$ cat src/rtl/core/lbm_pkg.sv
// Shared types and constants for the RGB layer blend core.
// No dependencies; imported by every module in rtl/core.
package lbm_pkg;

    localparam int CH_W       = 8;
    localparam int NUM_CH     = 3;
    localparam int CFG_IDX_W  = 1;
    localparam int CFG_DATA_W = 8;
    localparam int MODE_W     = 3;

    localparam logic [CH_W-1:0] CH_MAX  = 8'd255;
    localparam logic [15:0]     FULL_SQ = 16'd65025;

    // Register indexes on the configuration port
    localparam logic [CFG_IDX_W-1:0] REG_BLEND_MODE    = 1'b0;
    localparam logic [CFG_IDX_W-1:0] REG_LAYER_OPACITY = 1'b1;

    typedef enum logic [MODE_W-1:0] {
        MODE_NORMAL   = 3'd0,
        MODE_ADD      = 3'd1,
        MODE_SUBTRACT = 3'd2,
        MODE_MULTIPLY = 3'd3,
        MODE_DIVIDE   = 3'd4
    } mode_t;

    // Datapath widths
    localparam int WGT_W = 2 * CH_W;        // alpha * opacity
    localparam int MAG_W = 2 * CH_W;        // |V - b| scaled by the blend denominator
    localparam int NUM_W = WGT_W + MAG_W;   // weight * magnitude
    localparam int DEN_W = 24;              // 65025 * {1, 255, fore}
    localparam int DVD_W = NUM_W + 2;       // 2*num + den
    localparam int DVS_W = DEN_W + 1;       // 2*den
    localparam int Q_W   = CH_W;            // rounded correction
    localparam int QB_W  = $clog2(Q_W);

    localparam int FRONT_STAGES = 3;
    localparam int DIV_STAGES   = Q_W;
    localparam int NUM_STAGES   = FRONT_STAGES + DIV_STAGES;

    typedef struct packed {
        logic [DVD_W-1:0] rem;
        logic [DVS_W-1:0] dvs;
        logic [Q_W-1:0]   quo;
        logic             neg;
    } div_word_t;

endpackage

$ cat src/rtl/core/lbm_divider.sv
// Pipelined restoring divider, one quotient bit per register stage.
// Depends on lbm_pkg.
module lbm_divider
    import lbm_pkg::*;
(
    input  logic                  clk,
    input  logic [DIV_STAGES-1:0] stage_en,
    input  div_word_t             div_in,
    output div_word_t             div_out
);

    div_word_t stage_next [DIV_STAGES];
    div_word_t stage_reg  [DIV_STAGES];

    function automatic div_word_t div_step(input div_word_t w, input logic [QB_W-1:0] pos);
        div_word_t        r;
        logic [DVD_W-1:0] trial;
        r     = w;
        trial = DVD_W'(w.dvs) << pos;
        if (w.rem >= trial)
        begin
            r.rem      = w.rem - trial;
            r.quo[pos] = 1'b1;
        end
        return r;
    endfunction

    for (genvar g = 0; g < DIV_STAGES; g++)
    begin : g_step
        if (g == 0)
        begin : g_first
            assign stage_next[g] = div_step(div_in, QB_W'(Q_W - 1 - g));
        end
        else
        begin : g_rest
            assign stage_next[g] = div_step(stage_reg[g-1], QB_W'(Q_W - 1 - g));
        end

        always_ff @(posedge clk)
        begin
            if (stage_en[g])
                stage_reg[g] <= stage_next[g];
        end
    end

    assign div_out = stage_reg[DIV_STAGES-1];

endmodule

$ cat config.mk
export PLATFORM = sky130hd
export DESIGN_NAME = lbm_divider
export DESIGN_NICKNAME = d
export VERILOG_FILES = /design/src/rtl/core/lbm_pkg.sv /design/src/rtl/core/lbm_divider.sv
export SDC_FILE = /design/constraint.sdc
export NUM_CORES = 1
export LEC_CHECK = 0
export BUFFER_PORTS_ARGS = -buffer_cell sky130_fd_sc_hd__buf_2
export CORE_MARGIN = 2
export CORE_UTILIZATION = 33
export CTS_CLUSTER_SIZE = 28
export DETAILED_ROUTE_END_ITERATION = 12
export SLEW_MARGIN = 20
export SYNTH_ARGS = -nofsm -noshare
export SYNTH_HDL_FRONTEND = slang
export SYNTH_SLANG_ARGS = --single-unit
$ cat constraint.sdc
create_clock -name clk -period 7 [get_ports clk]
set_clock_uncertainty 0.2 [all_clocks]
set_input_delay 0.35 -clock clk [delete_from_list [all_inputs] [get_ports clk]]
set_output_delay 0.35 -clock clk [all_outputs]
set_load 0.02 [all_outputs]
### Word level (Yosys, flattened, before mapping)

Memories as Yosys holds them, arrays and structs flattened.
Index checks and enable logic that the tools add are counted.

| operators by class | value |
|---|---|
| magnitude comparators | 8 |
| divide/modulo/power cells | 0 |
| shift operators | 0 |
| reduce and logical (&&, ||, !) cells | 0 |
| muxes and demuxes | 32 |
| multiply operators | 0 |
| eq/ne operators | 0 |
| add/sub/neg operators | 8 |
| bitwise operators | 0 |

Operators by type and width:

| cell | count |
|---|---|
| 34-bit 2-to-1 mux | 8 |
| 34-bit by 25-bit greater-or-equal comparator with 1-bit output | 1 |
| 34-bit by 26-bit greater-or-equal comparator with 1-bit output | 1 |
| 34-bit by 27-bit greater-or-equal comparator with 1-bit output | 1 |
| 34-bit by 28-bit greater-or-equal comparator with 1-bit output | 1 |
| 34-bit by 29-bit greater-or-equal comparator with 1-bit output | 1 |
| 34-bit by 30-bit greater-or-equal comparator with 1-bit output | 1 |
| 34-bit by 31-bit greater-or-equal comparator with 1-bit output | 1 |
| 34-bit by 32-bit greater-or-equal comparator with 1-bit output | 1 |
| 34-bit by 25-bit subtractor with 34-bit output | 1 |
| 34-bit by 26-bit subtractor with 34-bit output | 1 |
| 34-bit by 27-bit subtractor with 34-bit output | 1 |
| 34-bit by 28-bit subtractor with 34-bit output | 1 |
| 34-bit by 29-bit subtractor with 34-bit output | 1 |
| 34-bit by 30-bit subtractor with 34-bit output | 1 |
| 34-bit by 31-bit subtractor with 34-bit output | 1 |
| 34-bit by 32-bit subtractor with 34-bit output | 1 |
| 1-bit 2-to-1 mux | 24 |

| storage, ports and cells | value |
|---|---|
| output and inout bits | 68 |
| word-level logic and storage cells | 49 |
| memories | 1 |
| bits in latches | 0 |
| ROM bits | 0 |
| memory bits (writable) | 544 |
| bits of input ports | 77 |
| flip-flop bits (word level) | 0 |

Memory list:

| memory | depth | bits a word | read ports | clocked after memory_dff | write ports | line | text |
|---|---|---|---|---|---|---|---|
| stage_reg | 8 | 68 | 8 | 0 | 8 | lbm_divider.sv:13 | `div_word_t stage_reg [DIV_STAGES];` |

### Depth between registers and ports, before layout

| logic depth | value |
|---|---|
| depth in word-level cells | 2 |
| gate-level depth with buffers | 14 |

### Least setup slack after synthesis

No wires, ideal clock.

| path | value |
|---|---|
| path kind | flip-flop to flip-flop |
| from | memory stage_reg[1][36] (netlist name) |
| to | memory stage_reg[1][71] (netlist name) (data pin) |
| setup time | 0.262 ns |
| path slack | 3.445 ns |
| stages on the path, launching flop included | 13 |
| clock period less this slack | 3.555 ns |
| arrival | 3.092 ns |
| buffers on the path | 1 |
| cell sequence | edfxtp_1 > inv_1 > ha_1 > inv_1 > fa_1 > a21o_1 > a21o_1 > a211oi_1 > o31ai_1 > o32ai_1 > o41ai_4 > clkbuf_1 > or2_2 |

RTL lines:

| what | line |
|---|---|
| start, declared | lbm_divider.sv:13 |

==> key figures <==
Worst hold path
  – Hold Crit Depth: 0
  – Hold Crit Class: reg2reg
  – Hold Path Sink: stage_reg[1][75]
  – HP Start: stage_reg[1][7]

Run status
  – Status: completed

GRT
  – Initial antenna violation count: 2
  – Vias in the first global route: 19,700
  – Grt ovf: 0
  – GRT Overall Usage: 13.2%
  – Largest net degree at the start of global routing: between 60 and 70
  – Global-route wire length before repair: 102,000 um

Logic synthesis
  – Cell Area, Synth: around 31,000 um2
  – Synthesized flop and latch total: 544
  – Syn nets: 3,072
  – Post-synth top flop: edfxtp_1
  – Seq/Total Area, Yosys: approximately 53%
  – YS warnings: 0
  – Number of synthesized flops with an enable pin: 544
  – Synth Instances: 2,787
  – Synth area leader: edfxtp_1
  – Share of the synthesized area in the top cell type: between 50% and 60%
  – Synth unique cells: roughly 80
  – Asr flop ratio synth: 0%
  – Synth top area cells: edfxtp_1 (53%), ha_1 (8.1%), a21oi_1 (3.7%)
  – Syn_area_per_cell: 11.1 um2

Layout
  – Share of cells above drive strength 1: 11.2%
  – FF/Latch Area: 16,300 um2
  – Area growth syn-to-layout: 13.9%
  – Layout Cells excl Fill: 4,250
  – Max FFs per register: 544
  – Filler Cells Inserted: 9,074
  – Multi-input gate area: 13,000 um2
  – Final net count: 3,230

Timing
  – Rel. slew slack: 23.5%
  – Final Max Tran Viols: 0
  – Setup violators final: 0
  – Fmax: 237 MHz
  – Post-route setup slack: 2.78 ns
  – RSZ-0062 raised after global routing: false
  – Fin. Hold Viols: 0
  – Worst Max-Slew Pin Slew: 1.12 ns
  – Hold Worst Slack: approximately 0.21 ns
  – Setup tns final: 0 ns
  – Final worst-path cycle share: 60.3%
  – Crit path time final: 4.22 ns

Pwr
  – Power Dens Cells: 376 nW/um2
  – P_leak: 13.8 nW
  – Max IR drop VDD: 0.000235 V

Clock tree
  – Clock sinks: 544
  – TritonCTS Buffers: 57
  – CTS tree: built
  – CTS H-Tree Depth: 2
  – Clock slew at reported path FFs: 0.06 ns
  – CTS-repair resized insts: 0
  – Root Buffer: clkbuf_16
  – Clk buf depth: 3
  – Clock Latency Late Sink: between 0.6 and 0.7 ns

Drt
  – DR WL met2: 28,400 um
  – Met1 WL: slightly above 30,000 um
  – Post-route ant nets: 0
  – WL final: 64,100 um
  – Highest metal used: met4
  – DR pass1 iterations: 7
  – Post-route DRC: 0
  – DR vias: ~20,000
  – Routed len/inst: 15.1 um
  – Met3 WL: 2420 um
  – Vias per inst: 4.79
  – Iteration-0 DRC Markers: 1,203

Die
  – Die area: 96,200 um2
  – Core area: 93,200 um2
  – FP Rows: about 110
  – Die X: 310 um
  – Initial core utilization: 33.2%
  – Die Height: 310 um
  – I/O pin cnt: 145

Flow run
  – Max Cap Viol: 0

Critical path
  – R2R Path Start: stage_reg[1][145]
  – R2r setup slk: between 2 and 3 ns
  – Critical path class: reg2reg
  – FF-to-FF path depth: 12
  – Crit Path Max Fanout: 47
  – Required time worst endpoint: 7.13 ns
  – CP startpoint kind: register
  – CP Capture Type: register
  – WP data arrival: 4.35 ns
  – Endpoint of the lowest-slack register-to-register path: stage_reg[1][271]

Place
  – Final HPWL DP: 49,100 um
  – Place WS: 2.82 ns
  – PortBufs: 144
  – GPL Wtd Cong: roughly 0.96
  – Dpl cells: 4,072
[synthesized netlist by cell type (all sizes together), types with 10 or more instances]
master and count:
ha 200, a21oi 227, o21bai 32, edfxtp 544, o31ai 10, nor2b 28, a211oi 26, xor2 91
or2 10, nor2 185, or3 10, nand3 39, nor3 35, o21a 38, and3 21, nand2b 35
mux2 59, nand4 26, nand2 210, a21o 71, o21ai 185, and2 10, inv 245, or4 13
nor4 15, a2111oi 10, buf 82, xnor2 115, clkbuf 47, a31oi 26
[final cells by class]
cell class                      instances  area share [%]
Sequential cell                       544            46.4
Multi-Input combinational cell       1869            36.8
Tap cell                             1254            4.45
Timing Repair Buffer                  228            4.32
Clock buffer                           67            4.21
Inverter                              245            2.61
Clock inverter                         41            1.26
Antenna cell                            2          0.0142
[how the worst max path moves through the flow]
stage	start	cells past startpoint	endpoint
2_1_floorplan	stage_reg[1][36]	12	stage_reg[1][71]
3_3_place_gp	stage_reg[1][145]	12	stage_reg[1][270]
3_5_place_dp	stage_reg[1][36]	12	stage_reg[1][107]
4_1_cts	stage_reg[1][145]	12	stage_reg[1][271]
5_1_grt	stage_reg[1][145]	12	stage_reg[1][271]
6_report	stage_reg[1][145]	12	stage_reg[1][271]
[power breakdown]
part           switching, W  internal [W]
clock network       0.00126       0.00182
registers          0.000446       0.00464
logic               0.00284       0.00224
total               0.00455       0.00870
[repair_timing]
item | in CTS | in global routing
buffers inserted | 0 | 0
endpoints found under the hold margin | 68 | 0
hold buffers | 68 | 0
[cell usage in the layout (no fill, tap or decap), types with 10 or more instances in the layout]
cell,synthesis,final
or2_2,10,10
mux2_2,59,59
buf_4,68,16
buf_2,12,144
nor3_1,35,35
nor2b_1,28,28
nand2b_1,35,35
or3_1,10,10
nor4_1,15,15
and2_1,10,10
nor2_1,185,185
a211oi_1,26,26
xnor2_1,115,115
a31oi_1,26,26
a21o_1,71,71
and3_1,21,21
o21bai_1,32,31
nand3_1,39,39
clkbuf_16,0,58
or4_1,13,13
xor2_1,91,91
o21a_1,38,38
inv_1,245,245
nand4_1,26,26
clkinv_1,0,11
a21oi_1,227,227
nand2_1,210,210
ha_1,200,200
clkinv_2,0,11
edfxtp_1,544,544
o21ai_0,185,185
dlygate4sd3_1,0,68
[routing by layer]
layer  global-route usage (%)  vias up
li1                         -    10500
met3                     1.77      138
met1                     17.6     9283
met4                     5.74        0
met2                     21.5      455
met5                        0        -
[kinds of logic (layout without fill, tap and decap cells)]
family,count (synthesis),in the layout,share of synthesized area [%]
AOI/OAI and AO/OA,716,716,14.5
and+or+nand+nor,676,676,10.5
DFF,544,544,52.8
buffers and inverters,374,581,5.41
adders and majority gates,208,208,8.61
xor gates and xnor gates,206,206,5.83
muxes,63,63,2.28
other,0,2,0
[through the flow]
| step | area, um2 | total power (W) | util, % |
|---|---|---|---|
| final | 35200 | 0.0132 | 37.8 |
| after global routing | 35200 | 0.0142 | 37.8 |
| after detailed placement | 32600 | 0.0102 | 35.0 |
| after global placement | 32600 | 0.0101 | 35.0 |
| after CTS | 35200 | 0.0133 | 37.8 |
| after floorplan | 30900 | 0.00903 | - |
[worst max-delay path, cell delays in order, from the launching register on]
cell and delay, ns:
edfxtp_1 0.40, ha_1 0.24, fa_1 0.39, and2b_1 0.22, o31a_2 0.16, o221a_4 0.23
a311oi_1 0.16, o31a_1 0.37, o31a_2 0.34, buf_4 0.29, or3b_4 0.47, nor4b_1 0.34
xor2_1 0.12
No activity file was read; power rests on OpenSTA's default activity.
