$ cat src/rtl/core/lbm_pkg.sv
// Shared types and constants for the RGB layer blend core.
// No dependencies; imported by every module in rtl/core.
package lbm_pkg;

    localparam int CH_W       = 8;
    localparam int NUM_CH     = 3;
    localparam int CFG_IDX_W  = 1;
    localparam int CFG_DATA_W = 8;
    localparam int MODE_W     = 3;

    localparam logic [CH_W-1:0] CH_MAX  = 8'd255;
    localparam logic [15:0]     FULL_SQ = 16'd65025;

    // Register indexes on the configuration port
    localparam logic [CFG_IDX_W-1:0] REG_BLEND_MODE    = 1'b0;
    localparam logic [CFG_IDX_W-1:0] REG_LAYER_OPACITY = 1'b1;

    typedef enum logic [MODE_W-1:0] {
        MODE_NORMAL   = 3'd0,
        MODE_ADD      = 3'd1,
        MODE_SUBTRACT = 3'd2,
        MODE_MULTIPLY = 3'd3,
        MODE_DIVIDE   = 3'd4
    } mode_t;

    // Datapath widths
    localparam int WGT_W = 2 * CH_W;        // alpha * opacity
    localparam int MAG_W = 2 * CH_W;        // |V - b| scaled by the blend denominator
    localparam int NUM_W = WGT_W + MAG_W;   // weight * magnitude
    localparam int DEN_W = 24;              // 65025 * {1, 255, fore}
    localparam int DVD_W = NUM_W + 2;       // 2*num + den
    localparam int DVS_W = DEN_W + 1;       // 2*den
    localparam int Q_W   = CH_W;            // rounded correction
    localparam int QB_W  = $clog2(Q_W);

    localparam int FRONT_STAGES = 3;
    localparam int DIV_STAGES   = Q_W;
    localparam int NUM_STAGES   = FRONT_STAGES + DIV_STAGES;

    typedef struct packed {
        logic [DVD_W-1:0] rem;
        logic [DVS_W-1:0] dvs;
        logic [Q_W-1:0]   quo;
        logic             neg;
    } div_word_t;

endpackage

$ cat src/rtl/core/lbm_front.sv
// Per-channel front end: blend value, weighted numerator, denominator, dividend.
// Three register stages; depends on lbm_pkg.
module lbm_front
    import lbm_pkg::*;
(
    input  logic                    clk,
    input  logic [FRONT_STAGES-1:0] stage_en,
    input  logic [MODE_W-1:0]       mode,
    input  logic [CH_W-1:0]         back,
    input  logic [CH_W-1:0]         fore,
    input  logic [WGT_W-1:0]        weight_s1,
    output div_word_t               div_in
);

    typedef enum logic [1:0] {
        DEN_UNIT,
        DEN_MUL,
        DEN_FORE
    } den_sel_t;

    localparam logic [DEN_W-1:0] DEN_UNIT_VAL = DEN_W'(65025);
    localparam logic [DEN_W-1:0] DEN_MUL_VAL  = DEN_W'(65025 * 255);

    // stage 1
    logic [CH_W:0]      sum_add;
    logic [CH_W-1:0]    v_blend;
    logic [MAG_W-1:0]   prod;
    logic               div_exact;
    logic [MAG_W-1:0]   mag_next;
    logic               neg1_next;
    den_sel_t           dsel_next;
    logic [MAG_W-1:0]   mag_reg;
    logic               neg1_reg;
    den_sel_t           dsel_reg;
    logic [CH_W-1:0]    fore1_reg;

    // stage 2
    logic [NUM_W-1:0]   num_next;
    logic [DEN_W-1:0]   den_next;
    logic [NUM_W-1:0]   num_reg;
    logic [DEN_W-1:0]   den_reg;
    logic               neg2_reg;

    // stage 3
    logic [DVD_W-1:0]   dvd_next;
    logic [DVS_W-1:0]   dvs_next;
    logic [DVD_W-1:0]   dvd_reg;
    logic [DVS_W-1:0]   dvs_reg;
    logic               neg3_reg;

    always_comb
    begin
        prod    = MAG_W'(back) * MAG_W'(CH_MAX - fore);
        sum_add = {1'b0, back} + {1'b0, fore};
        case (mode)
            MODE_ADD:      v_blend = sum_add[CH_W] ? CH_MAX : sum_add[CH_W-1:0];
            MODE_SUBTRACT: v_blend = (back > fore) ? (back - fore) : '0;
            MODE_DIVIDE:   v_blend = CH_MAX;
            default:       v_blend = fore;
        endcase
        div_exact = (mode == MODE_DIVIDE) && (fore != '0) && (back < fore);

        if (mode == MODE_MULTIPLY)
        begin
            // b*(f-255)/255: never positive
            mag_next  = prod;
            neg1_next = 1'b1;
            dsel_next = DEN_MUL;
        end
        else if (div_exact)
        begin
            // b*(255-f)/f
            mag_next  = prod;
            neg1_next = 1'b0;
            dsel_next = DEN_FORE;
        end
        else
        begin
            neg1_next = v_blend < back;
            mag_next  = MAG_W'(neg1_next ? (back - v_blend) : (v_blend - back));
            dsel_next = DEN_UNIT;
        end
    end

    always_ff @(posedge clk)
    begin
        if (stage_en[0])
        begin
            mag_reg   <= mag_next;
            neg1_reg  <= neg1_next;
            dsel_reg  <= dsel_next;
            fore1_reg <= fore;
        end
    end

    always_comb
    begin
        num_next = NUM_W'(weight_s1) * NUM_W'(mag_reg);
        case (dsel_reg)
            DEN_MUL:  den_next = DEN_MUL_VAL;
            DEN_FORE: den_next = DEN_W'(FULL_SQ) * DEN_W'(fore1_reg);
            default:  den_next = DEN_UNIT_VAL;
        endcase
    end

    always_ff @(posedge clk)
    begin
        if (stage_en[1])
        begin
            num_reg  <= num_next;
            den_reg  <= den_next;
            neg2_reg <= neg1_reg;
        end
    end

    // round half up; a negative term rounds toward the upper neighbor too
    assign dvd_next = DVD_W'({num_reg, 1'b0}) + DVD_W'(den_reg) - DVD_W'(neg2_reg);
    assign dvs_next = {den_reg, 1'b0};

    always_ff @(posedge clk)
    begin
        if (stage_en[2])
        begin
            dvd_reg  <= dvd_next;
            dvs_reg  <= dvs_next;
            neg3_reg <= neg2_reg;
        end
    end

    assign div_in.rem = dvd_reg;
    assign div_in.dvs = dvs_reg;
    assign div_in.quo = '0;
    assign div_in.neg = neg3_reg;

endmodule

$ cat config.mk
export PLATFORM = sky130hd
export DESIGN_NAME = lbm_front
export DESIGN_NICKNAME = d
export VERILOG_FILES = /design/src/rtl/core/lbm_pkg.sv /design/src/rtl/core/lbm_front.sv
export SDC_FILE = /design/constraint.sdc
export NUM_CORES = 1
export LEC_CHECK = 0
export BUFFER_PORTS_ARGS = -buffer_cell sky130_fd_sc_hd__buf_2
export CELL_PAD_IN_SITES_DETAIL_PLACEMENT = 1
export CELL_PAD_IN_SITES_GLOBAL_PLACEMENT = 2
export CORE_MARGIN = 4
export CORE_UTILIZATION = 41
export DETAILED_ROUTE_END_ITERATION = 8
export GPL_TIMING_DRIVEN = 0
export PLACE_DENSITY_LB_ADDON = 0.1
export SKIP_LAST_GASP = 1
export SYNTH_ARGS = -nofsm -noshare
export SYNTH_HDL_FRONTEND = slang
export SYNTH_SLANG_ARGS = --single-unit
$ cat constraint.sdc
create_clock -name clk -period 8.2 [get_ports clk]
set_clock_uncertainty 0.1 [all_clocks]
set_input_delay 1.64 -clock clk [delete_from_list [all_inputs] [get_ports clk]]
set_output_delay 1.64 -clock clk [all_outputs]
set_load 0.05 [all_outputs]
Word-level counts from Yosys, hierarchy flattened --
Cells that the tools add are included. Widths: inputs -> output; s select.
Storage, ports and cells: register bits 143, bits of input ports 39, output and inout port bits 68, logic and storage cells 41
Operators by class: add/sub/neg operators 7, multiply operators 3, $lt $le $gt $ge 3, equal/unequal tests 6, mux-type cells 9, reduce and logical (&&, ||, !) cells 3
Operator list (count):
- $mux 16 | 3
- $pmux 24 s2 | 1
- $add 33x24->34 | 1
- $sub 34x1->34 | 1
- $mul 16x16->32 | 1
- $mul 16x8->24 const A | 1
- $pmux 8 s3 | 1
- $sub 8x8->9 | 2
- $lt 8x8->1 | 2
- $mul 9x9->16 | 1
- $mux 8 | 2
- $add 8x8->9 | 1
- $sub 8x8->9 const A | 1
- $gt 8x8->1 | 1
- $reduce_bool 8->1 | 1
- $sub 8x8->8 | 1
- $eq 3x2->1 const B | 2
- $eq 3x1->1 const B | 1
- $eq 3x3->1 const B | 1
- $eq 2x1->1 const B | 1
- $eq 2x2->1 const B | 1
- $logic_and 1x1->1 | 2
- $mux 2 | 1
- $mux 1 | 1

Logic depth before layout (Yosys ltp) --
Gate-level depths: netlist (run 1).
depth in word-level cells 7, depth in mapped cells 22, depth with buffers taken out 21

Worst setup path before layout (run 1) --
OpenSTA, ideal clock, no wires.
path kind input port to flip-flop, from input weight_s1[10], to register num_reg[25] (data pin), arrival 6.835 ns, required time 7.837 ns, setup slack 1.002 ns, cell stages on the path 19, path buffers 1, cells stage by stage clkbuf_1 > nand2_1 > fa_1 > fa_1 > fa_1 > inv_1 > fa_1 > fa_1 > inv_1 > fa_1 > inv_1 > ha_1 > and3_1 > and2_1 > a31oi_2 > o21ai_1 > a221o_1 > a41oi_1 > xnor2_1
On the way: word-level cells in the longest chain between the ends 1
RTL lines:
- from (decl) | RTL line lbm_front.sv:11 | input logic [WGT_W-1:0] weight_s1,
- $mul 16x16->32 | RTL line lbm_front.sv:98 | num_next = NUM_W'(weight_s1) * NUM_W'(mag_reg);
- net num_next[25] | RTL line lbm_front.sv:38 | logic [NUM_W-1:0] num_next;
- to (signal assigned) | RTL line lbm_front.sv:110 | num_reg <= num_next;
- to (decl) | RTL line lbm_front.sv:40 | logic [NUM_W-1:0] num_reg;
The timed path passes the listed nets, and every way through them passes these cells. A chain may end at the register's enable or synchronous reset.

Worst setup path after layout (run 1) --
from input weight_s1[5], to register num_reg[25] (data pin)
The elaborated chain is that of the path after synthesis.

==> metrics.md, run 1 <==
| Metric | Value |
|---|---|
| Worst hold path stage count | 0 |
| Via density | 5.11 |
| Final setup viols | 0 |
| Antenna violations before repair | 2 |
| CP Buf/Inv Count | 7 |
| Seq/Total Area, Yosys | 20.3% |
| Data arrival, critical path | 7800 ps |
| Die width | 232 um |
| Cts hold-fix bufs | 0 |
| Layout cell share with drive strength beyond 1 | 7.07% |
| CTS root buffer | clkbuf_16 |
| Initial Util | 41.7% |
| Synth top area cells | fa_1 25%, edfxtp_1 20%, ha_1 16% |
| Worst EP required | 8270 ps |
| Worst-Margin Slew | 1300 ps |
| GP Congestion | 0.872 |
| Crit-path cells | buf_2 > clkbuf_1 > nand2_1 > fa_1 > inv_1 > fa_1 > inv_1 > fa_1 > inv_1 > fa_1 > fa_1 > inv_1 > fa_1 > inv_1 > ha_1 > a21oi_1 > o21ai_1 > a31oi_2 > o21ai_1 > a221o_1 > a41oi_1 > xnor2_1 |
| Layout area overhead | 9.35% |
| DRT iter0 DRCs | 570 |
| Vias in the first global route | 16700 |
| DRC | 0 |
| Hold Path Sink | dvs_reg[4]$_DFFE_PP_ |
| DP HPWL | 47.7 mm |
| Post-route ant nets | 0 |
| Synth async-reset ratio | 0% |
| Most frequent cells after synthesis | 465 x inv_1, 266 x ha_1, 258 x fa_1 |
| Core ar. | 49300 um2 |
| Final WL | 57.4 mm |
| HP Start | den_reg[3]$_SDFFCE_PN0P_ |
| Post-Syn Area | 20500 um2 |
| RSZ-0062 raised after global routing | no |
| Final period utilization | 94.2% |
| Largest register FFs | 34 |
| Reg2Reg Depth | 21 |
| Endpoints failing hold | 0 |
| H-tree levels | 4 |
| Synth Area per Inst | 9.33 um2 |
| FF+latch count, synth | 139 |
| Count leader, synth | inv_1 |
| CP delay by family, top | adder cells |
| Number of CTS-inserted buffers | 17 |
| Worst-skew pair later-pin latency | 450 ps |
| Slowest CP cell | fa_1 |
| CTS tree | yes |
| R2R Setup Slk | 1280 ps |
| # port buffers | 94 |
| Crit-path max FO | 10 |
| Via count of the routed design | 15300 |
| Setup_tns | 0 ps |
| Global Route Usage Sum | 22.0% |
| Drt first pass iters | 5 |
| Clk pin slew, worst setup/hold paths | 60 ps |
| Rel. slew slack | 13.6% |
| # rows | 81 |
| Slowest Stage Delay on Critical Path | 560 ps |
| I/O Pins | 107 |
| Worst setup EP type | register |
| Top_reg_cell synth | edfxtp_1 |
| Leading area contributor after synthesis | fa_1 |
| Die area | 53800 um2 |
| Post-cts sizing count | 0 |
| Fmax | 130 MHz |
| Clock sinks | 139 |
| YS warnings | 0 |
| Largest net degree at the start of global routing | 58 |
| Outcome | completed |
| Launch instance of the worst register-to-register path | mag_reg[9]$_DFFE_PP_ |
| Post-synth top area share | 25.1% |
| Hold Path Class | register to register |
| Hold WS | 352 ps |
| Fin nets | 2886 |
| Max cap viols | 0 |
| Global route total overflow | 0 |
| Die H | 232 um |
| Startpoint Class | input port |
| Final Non-Filler Cells | 3000 |
| Wire per inst | 19.1 um |
| Syn Inst Count | 2201 |
| First-pass GRT wire length | 92.5 mm |
| Dpl cells | 2968 |
| Worst Setup Path Type | input port to register |
| Setup repair bufs after CTS | 0 |
| Tmin final | 7720 ps |
| Unique masters post-synth | 80 |
| Top cell by count, worst path | fa_1 |
| Max Slew Vio Count | 0 |
| RR Endpoint | num_reg[25]$_DFFE_PP_ |
| EDFF count, synth | 139 |
| CTS max path bufs | 2 |
worst max-delay path by stage:
stage                        from                     to  slack, ps  depth (start not counted)
finish               weight_s1[5]  num_reg[25]$_DFFE_PP_        480                         22
global route         weight_s1[5]  num_reg[31]$_DFFE_PP_        180                         22
CTS                  weight_s1[5]  num_reg[25]$_DFFE_PP_        470                         22
detailed placement   weight_s1[5]  num_reg[25]$_DFFE_PP_        -10                         22
global placement     weight_s1[5]  num_reg[25]$_DFFE_PP_          6                         22
floorplan           weight_s1[10]  num_reg[25]$_DFFE_PP_       1000                         19
logic make-up after synthesis:
kind of cell | count (synthesis) | synth area share [%]
XOR/XNOR | 75 | 3.20
buffers and inverters | 542 | 10.2
other | 1 | 0.0183
AND/OR/NAND/NOR | 573 | 13.4
flip-flops | 139 | 20.3
multiplexers | 14 | 0.694
adder cells (fa/ha/maj) | 524 | 41.3
AO/OA/AOI/OAI | 333 | 10.9
layout make-up:
cell class / count / area [um2]
repair buffers: 94 / 470
fillers: 5766 / 26800
well taps: 664 / 831
clock buffers: 17 / 425
flip-flops and latches: 139 / 4170
plain buffers: 77 / 347
diodes: 1 / 2.50
inverters: 465 / 1750
clock inverters: 14 / 158
multi-input cells: 1529 / 14300
worst reg2reg max path, cell delays in order, from the launching register on:
cell and delay [ps]:
edfxtp_1 600, clkbuf_1 600, nand2_1 170, fa_1 560, inv_1 60, fa_1 510, inv_1 50, fa_1 480
inv_1 60, fa_1 500, fa_1 540, inv_1 50, fa_1 520, inv_1 40, ha_1 390, a21oi_1 150
o21ai_1 100, a31oi_2 270, o21ai_1 160, a221o_1 370, a41oi_1 260, xnor2_1 100
routing by layer:
| layer | GRT usage [%] | vias to the layer above | part of all wire [%] | wire (um) |
|---|---|---|---|---|
| met4 | 4.67 | 0 | 1.6 | 927 |
| met1 | 28.8 | 7740 | 45 | 25700 |
| met3 | 4.18 | 50 | 4.2 | 2380 |
| li1 | - | 7316 | - | - |
| met2 | 38.1 | 218 | 50 | 28400 |
| met5 | 0 | - | 0 | 0 |
cells in the final DEF, fill, tap and decap left out, types with 7 or more instances in the layout:
master and n:
inv_1 465, ha_1 266, fa_1 258, nand2_1 229
edfxtp_1 139, and2_1 125, buf_2 104, a21oi_1 98
nor2_1 95, clkbuf_1 55, a21o_1 50, xnor2_1 49
o21ai_0 35, o21ai_1 28, nand3_1 28, nor3_1 28
xor2_1 26, clkbuf_16 17, a31oi_1 16, nor2b_1 13
mux2i_1 12, buf_4 12, o21bai_1 11, nand2b_1 10
conb_1 10, o211ai_1 9, and3_1 8, nand4_1 8
a211oi_1 7, o21a_1 7, a221oi_1 7, o31ai_1 7
per-stage QoR:
stage	worst slack [ps]	area (um2)	utilization, %
2_1_floorplan	1000	20600	-
3_3_place_gp	5.55	21900	44.4
3_5_place_dp	-11.8	21900	44.4
4_1_cts	475	22500	45.6
5_1_grt	178	22500	45.6
6_report	478	22500	45.6
Power of run 1 is left out: the tool's default activity adds up to more than one toggle a clock period on the data nets, which glitch-free logic cannot reach.
==> run 2, diff against run 1 <==
--- a/config.mk
+++ b/config.mk
@@ -9,7 +9,7 @@
 export CELL_PAD_IN_SITES_DETAIL_PLACEMENT = 1
 export CELL_PAD_IN_SITES_GLOBAL_PLACEMENT = 2
 export CORE_MARGIN = 4
-export CORE_UTILIZATION = 41
+export CORE_UTILIZATION = 44
 export DETAILED_ROUTE_END_ITERATION = 8
 export GPL_TIMING_DRIVEN = 0
 export PLACE_DENSITY_LB_ADDON = 0.1
==> constraint.sdc (replaced) <==
create_clock -name clk -period 9.74 [get_ports clk]
set_clock_uncertainty 0.1 [all_clocks]
set_input_delay 1.948 -clock clk [delete_from_list [all_inputs] [get_ports clk]]
set_output_delay 1.948 -clock clk [all_outputs]
set_load 0.05 [all_outputs]
==> metrics.md, run 2 (synthesized netlist as in run 1, its figures left out) <==
| Metric | Value |
|---|---|
| Outcome | completed |
| CTS root buffer | clkbuf_16 |
| Wire per inst | 19.0 um |
| Setup repair bufs after CTS | 0 |
| Metal-1 WL | 25.5 mm |
| DP HPWL | 46.3 mm |
| Slowest CP cell | fa_1 |
| Fin nets | 2886 |
| Setup_tns | 0 ps |
| RSZ-0062 raised after global routing | no |
| DRC | 0 |
| Diodes inserted | 0 |
| Final period utilization | 82.9% |
| CTS tree | yes |
| Core Util, Final | 48.9% |
| GP Congestion | 0.889 |
| Slowest Stage Delay on Critical Path | 580 ps |
| # port buffers | 94 |
| Initial Util | 44.9% |
| Most common cell after layout, fill and taps aside | inv_1 |
| Layout area overhead | 8.95% |
| Hold Path Class | register to register |
| Top cell by count, worst path | fa_1 |
| Max cap viols | 0 |
| Core ar. | 45800 um2 |
| Data arrival, critical path | 8160 ps |
| Cts hold-fix bufs | 0 |
| Post-route ant nets | 0 |
| Die H | 224 um |
| Final worst slack | 1660 ps |
| Fill cells | 5338 |
| Worst-Margin Slew | 1210 ps |
| Final WL | 55.7 mm |
| Fmax | 124 MHz |
| H-tree levels | 4 |
| Crit-path cells | buf_2 > clkbuf_1 > nand2_1 > fa_1 > inv_1 > fa_1 > inv_1 > fa_1 > inv_1 > fa_1 > fa_1 > inv_1 > fa_1 > inv_1 > ha_1 > a21oi_1 > o21ai_1 > a31oi_2 > o21ai_1 > a221o_1 > a41oi_1 > xnor2_1 |
| Clk pin slew, worst setup/hold paths | 60 ps |
| I/O Pins | 107 |
| Die area | 50200 um2 |
| Post-cts sizing count | 0 |
| DRT iter0 DRCs | 755 |
| Rel. slew slack | 19.5% |
| CTS max path bufs | 2 |
| WL met2 | 27.0 mm |
| Drt first pass iters | 5 |
| Global Route Usage Sum | 22.7% |
| # rows | 78 |
| First-pass GRT wire length | 90.4 mm |
| Startpoint Class | input port |
| DR WL met3 | 2.23 mm |
| CP Buf/Inv Count | 7 |
| CP delay by family, top | adder cells |
| Number of CTS-inserted buffers | 17 |
| Worst setup EP type | register |
| Max layer used | met5 |
| Crit-path max FO | 10 |
| Max Slew Vio Count | 0 |
| Clock sinks | 139 |
| Global route total overflow | 0 |
| Pre-CTS setup slack | 1230 ps |
| Worst Setup Path Type | input port to register |
| Via count of the routed design | 15400 |
| Most frequent cells in the layout | 465 x inv_1, 266 x ha_1, 258 x fa_1, 229 x nand2_1, 139 x edfxtp_1 |
| Antenna violations before repair | 2 |
| Via density | 5.26 |
| Tmin final | 8080 ps |
| Layout cell share with drive strength beyond 1 | 7.15% |
| Largest register FFs | 34 |
| Endpoints failing hold | 0 |
| Worst-skew pair later-pin latency | 450 ps |
| Die width | 224 um |
| Vias in the first global route | 16700 |
| Final setup viols | 0 |
| Worst EP required | 9830 ps |
| Largest net degree at the start of global routing | 58 |
-- run 2: cell count changes in the layout (fill, tap and decap cells not counted), sizes merged --
cell	delta
diode	-1
clkinvlp	+1
bufinv	-1
clkinv	+1
-- run 2: through the flow --
| step | instances | cell area [um2] | hold slack (ps) |
|---|---|---|---|
| finish | 2936 | 22400 | 350 |
| global route | 2936 | 22400 | 354 |
| CTS | 2936 | 22400 | 351 |
| detailed placement | 2904 | 21800 | 336 |
| global placement | 2904 | 21800 | 338 |
| floorplan | 2210 | 20600 | 300 |
-- run 2: path summary, 6_finish.rpt --
check                                  from                     to  slack (ps)  cells after the start
setup reg to reg       mag_reg[8]$_DFFE_PP_  num_reg[25]$_DFFE_PP_        2750                     21
hold reg to reg   den_reg[15]$_SDFFCE_PN1P_  dvs_reg[16]$_DFFE_PP_         350                      0
setup / recovery               weight_s1[5]  num_reg[25]$_DFFE_PP_        1660                     22
hold / removal    den_reg[15]$_SDFFCE_PN1P_  dvs_reg[16]$_DFFE_PP_         350                      0
-- run 2: layout make-up --
cell class | count | area [um2] | share of cell area [%]
plain buffers | 77 | 347 | 1.55
clock buffers | 17 | 425 | 1.90
clock inverters | 15 | 158 | 0.704
inverters | 465 | 1750 | 7.80
multi-input cells | 1529 | 14300 | 63.9
flip-flops and latches | 139 | 4170 | 18.6
well taps | 600 | 751 | 3.35
repair buffers | 94 | 470 | 2.10
-- run 2: layer usage --
layer,up-vias,track usage [%]
met5,-,0
met4,2,5.03
met3,48,3.60
met2,232,38.5
met1,7822,30.9
li1,7330,-
-- run 2: worst register-to-register path, delay by kind of cell, from the launching register on --
kind            cells  cell delay (ps)
compound gates      6             1320
fa+ha+maj           7             3520
simple gates        1              190
flops               1              650
xor+xnor            1               80
buf+inv             6              860
Power of run 2 is left out for the same reason.
==> run 3, diff against run 2 <==
--- a/config.mk
+++ b/config.mk
@@ -9,7 +9,7 @@
 export CELL_PAD_IN_SITES_DETAIL_PLACEMENT = 1
 export CELL_PAD_IN_SITES_GLOBAL_PLACEMENT = 2
 export CORE_MARGIN = 4
-export CORE_UTILIZATION = 44
+export CORE_UTILIZATION = 41
 export DETAILED_ROUTE_END_ITERATION = 8
 export GPL_TIMING_DRIVEN = 0
 export PLACE_DENSITY_LB_ADDON = 0.1
==> constraint.sdc (replaced) <==
create_clock -name clk -period 7.65 [get_ports clk]
set_clock_uncertainty 0.1 [all_clocks]
set_input_delay 1.53 -clock clk [delete_from_list [all_inputs] [get_ports clk]]
set_output_delay 1.53 -clock clk [all_outputs]
set_load 0.05 [all_outputs]
==> metrics.md, run 3 (synthesized netlist as in run 1, its figures left out) <==
| Metric | Value |
|---|---|
| GP Congestion | 0.872 |
| Final WL | 55.7 mm |
| CTS tree | yes |
| Number of CTS-inserted buffers | 17 |
| Post-cts sizing count | 0 |
| Die area | 53800 um2 |
| Slowest CP cell | fa_1 |
| DRC | 0 |
| Final period utilization | 94.4% |
| Die width | 232 um |
| H-tree levels | 4 |
| Launch instance of the worst register-to-register path | mag_reg[9]$_DFFE_PP_ |
| Wire per inst | 18.7 um |
| HP Start | den_reg[3]$_SDFFCE_PN0P_ |
| Final Non-Filler Cells | 2983 |
| RR Endpoint | num_reg[25]$_DFFE_PP_ |
| Startpoint Class | input port |
| Final setup viols | 0 |
| Most frequent cells in the layout | 465 x inv_1, 266 x ha_1, 258 x fa_1, 229 x nand2_1, 139 x edfxtp_1 |
| Cts hold-fix bufs | 0 |
| Largest net degree at the start of global routing | 58 |
| Most common cell after layout, fill and taps aside | inv_1 |
| Crit-path cells | buf_2 > and2_1 > fa_1 > inv_1 > fa_1 > fa_1 > inv_1 > fa_1 > fa_1 > inv_1 > fa_1 > inv_1 > ha_1 > and3_1 > and2_1 > a31oi_2 > o21ai_1 > a221o_1 > a41oi_1 > xnor2_1 |
| Hold Path Sink | dvs_reg[4]$_DFFE_PP_ |
| Layout area overhead | 9.04% |
| RSZ-0062 raised after global routing | no |
| Vias in the first global route | 16700 |
| Rel. slew slack | 13.6% |
| Worst-Margin Slew | 1300 ps |
| Top cell by count, worst path | fa_1 |
| Tmin final | 7220 ps |
| Drt first pass iters | 5 |
| Core ar. | 49300 um2 |
| Data arrival, critical path | 7300 ps |
| Setup repair bufs after CTS | 0 |
| Via density | 5.12 |
| CP Buf/Inv Count | 5 |
| Worst-skew pair later-pin latency | 450 ps |
| CTS max path bufs | 2 |
| Clock sinks | 139 |
| I/O Pins | 107 |
| Diodes inserted | 0 |
| Fmax | 138 MHz |
| Antenna violations before repair | 2 |
| Clk pin slew, worst setup/hold paths | 60 ps |
| Fin nets | 2870 |
| Dpl cells | 2968 |
| Critical path depth in cells | 20 |
| Worst setup EP type | register |
| Layout cell share with drive strength beyond 1 | 7.12% |
| Reg2Reg Depth | 21 |
| DP HPWL | 47.7 mm |
| Hold Path Class | register to register |
| # port buffers | 94 |
| Global route total overflow | 0 |
| # rows | 81 |
| Initial Util | 41.7% |
| CTS root buffer | clkbuf_16 |
| Outcome | completed |
| R2R Setup Slk | 700 ps |
| Worst Setup Path Type | input port to register |
| Worst EP required | 7720 ps |
| First-pass GRT wire length | 92.5 mm |
| Max cap viols | 0 |
| Via count of the routed design | 15300 |
| Post-route ant nets | 0 |
| Endpoints failing hold | 0 |
| Global Route Usage Sum | 22.0% |
| Slowest Stage Delay on Critical Path | 550 ps |
| Largest register FFs | 34 |
| Worst hold path stage count | 0 |
| DRT iter0 DRCs | 568 |
| Die H | 232 um |
| CP delay by family, top | adder cells |
| Crit-path max FO | 16 |
| Max Slew Vio Count | 0 |
run 3: changes by cell type in the layout (fill, tap and decap cells not counted), sizes merged:
| cell | before | now |
|---|---|---|
| bufinv | 1 | 2 |
| clkbuf | 72 | 56 |
| clkinv | 5 | 4 |
| clkinvlp | 2 | 1 |
run 3: through the flow:
stage                     TNS, ps  worst slack, ps  area, um2  utilization (%)  hold WS [ps]
after floorplan                 0              562      20600                -           300
after global placement      -3450             -434      21900             44.4           340
after detailed placement    -3620             -452      21900             44.4           336
after CTS                       0             34.9      22500             45.6           351
after global routing            0              118      22400             45.5           358
final                           0              428      22400             45.5           352
run 3: worst max path at each step:
stage                              from  slack [ps]               endpoint
after floorplan           weight_s1[10]         560  num_reg[25]$_DFFE_PP_
after global placement     weight_s1[5]        -430  num_reg[25]$_DFFE_PP_
after detailed placement   weight_s1[5]        -450  num_reg[25]$_DFFE_PP_
after CTS                  weight_s1[5]          30  num_reg[25]$_DFFE_PP_
after global routing       weight_s1[5]         120  num_reg[31]$_DFFE_PP_
final                      weight_s1[7]         430  num_reg[25]$_DFFE_PP_
run 3: final cells by class:
| type | count | area (um2) |
|---|---|---|
| sequential | 139 | 4170 |
| inverter | 465 | 1750 |
| fill | 5762 | 26900 |
| clock buffer | 17 | 425 |
| timing repair buffer | 94 | 470 |
| buffer | 61 | 287 |
| tap | 664 | 831 |
| multi-input combinational | 1529 | 14300 |
| clock inverter | 14 | 158 |
run 3: layer usage:
layer,track usage (%),wire length (um),vias to the layer above
met4,4.67,714,0
met1,28.8,25300,7721
li1,-,-,7285
met5,0,0,-
met3,4.18,2220,50
met2,38.1,27400,210
run 3: worst register-to-register path, stage by stage, from the launching register on:
cell and delay [ps]:
edfxtp_1 600, clkbuf_1 630, nand2_1 170, fa_1 560
inv_1 60, fa_1 510, inv_1 50, fa_1 480
inv_1 60, fa_1 500, fa_1 540, inv_1 50
fa_1 520, inv_1 40, ha_1 390, a21oi_1 150
o21ai_1 100, a31oi_2 270, o21ai_1 160, a221o_1 370
a41oi_1 260, xnor2_1 100
Power of run 3 is left out for the same reason.
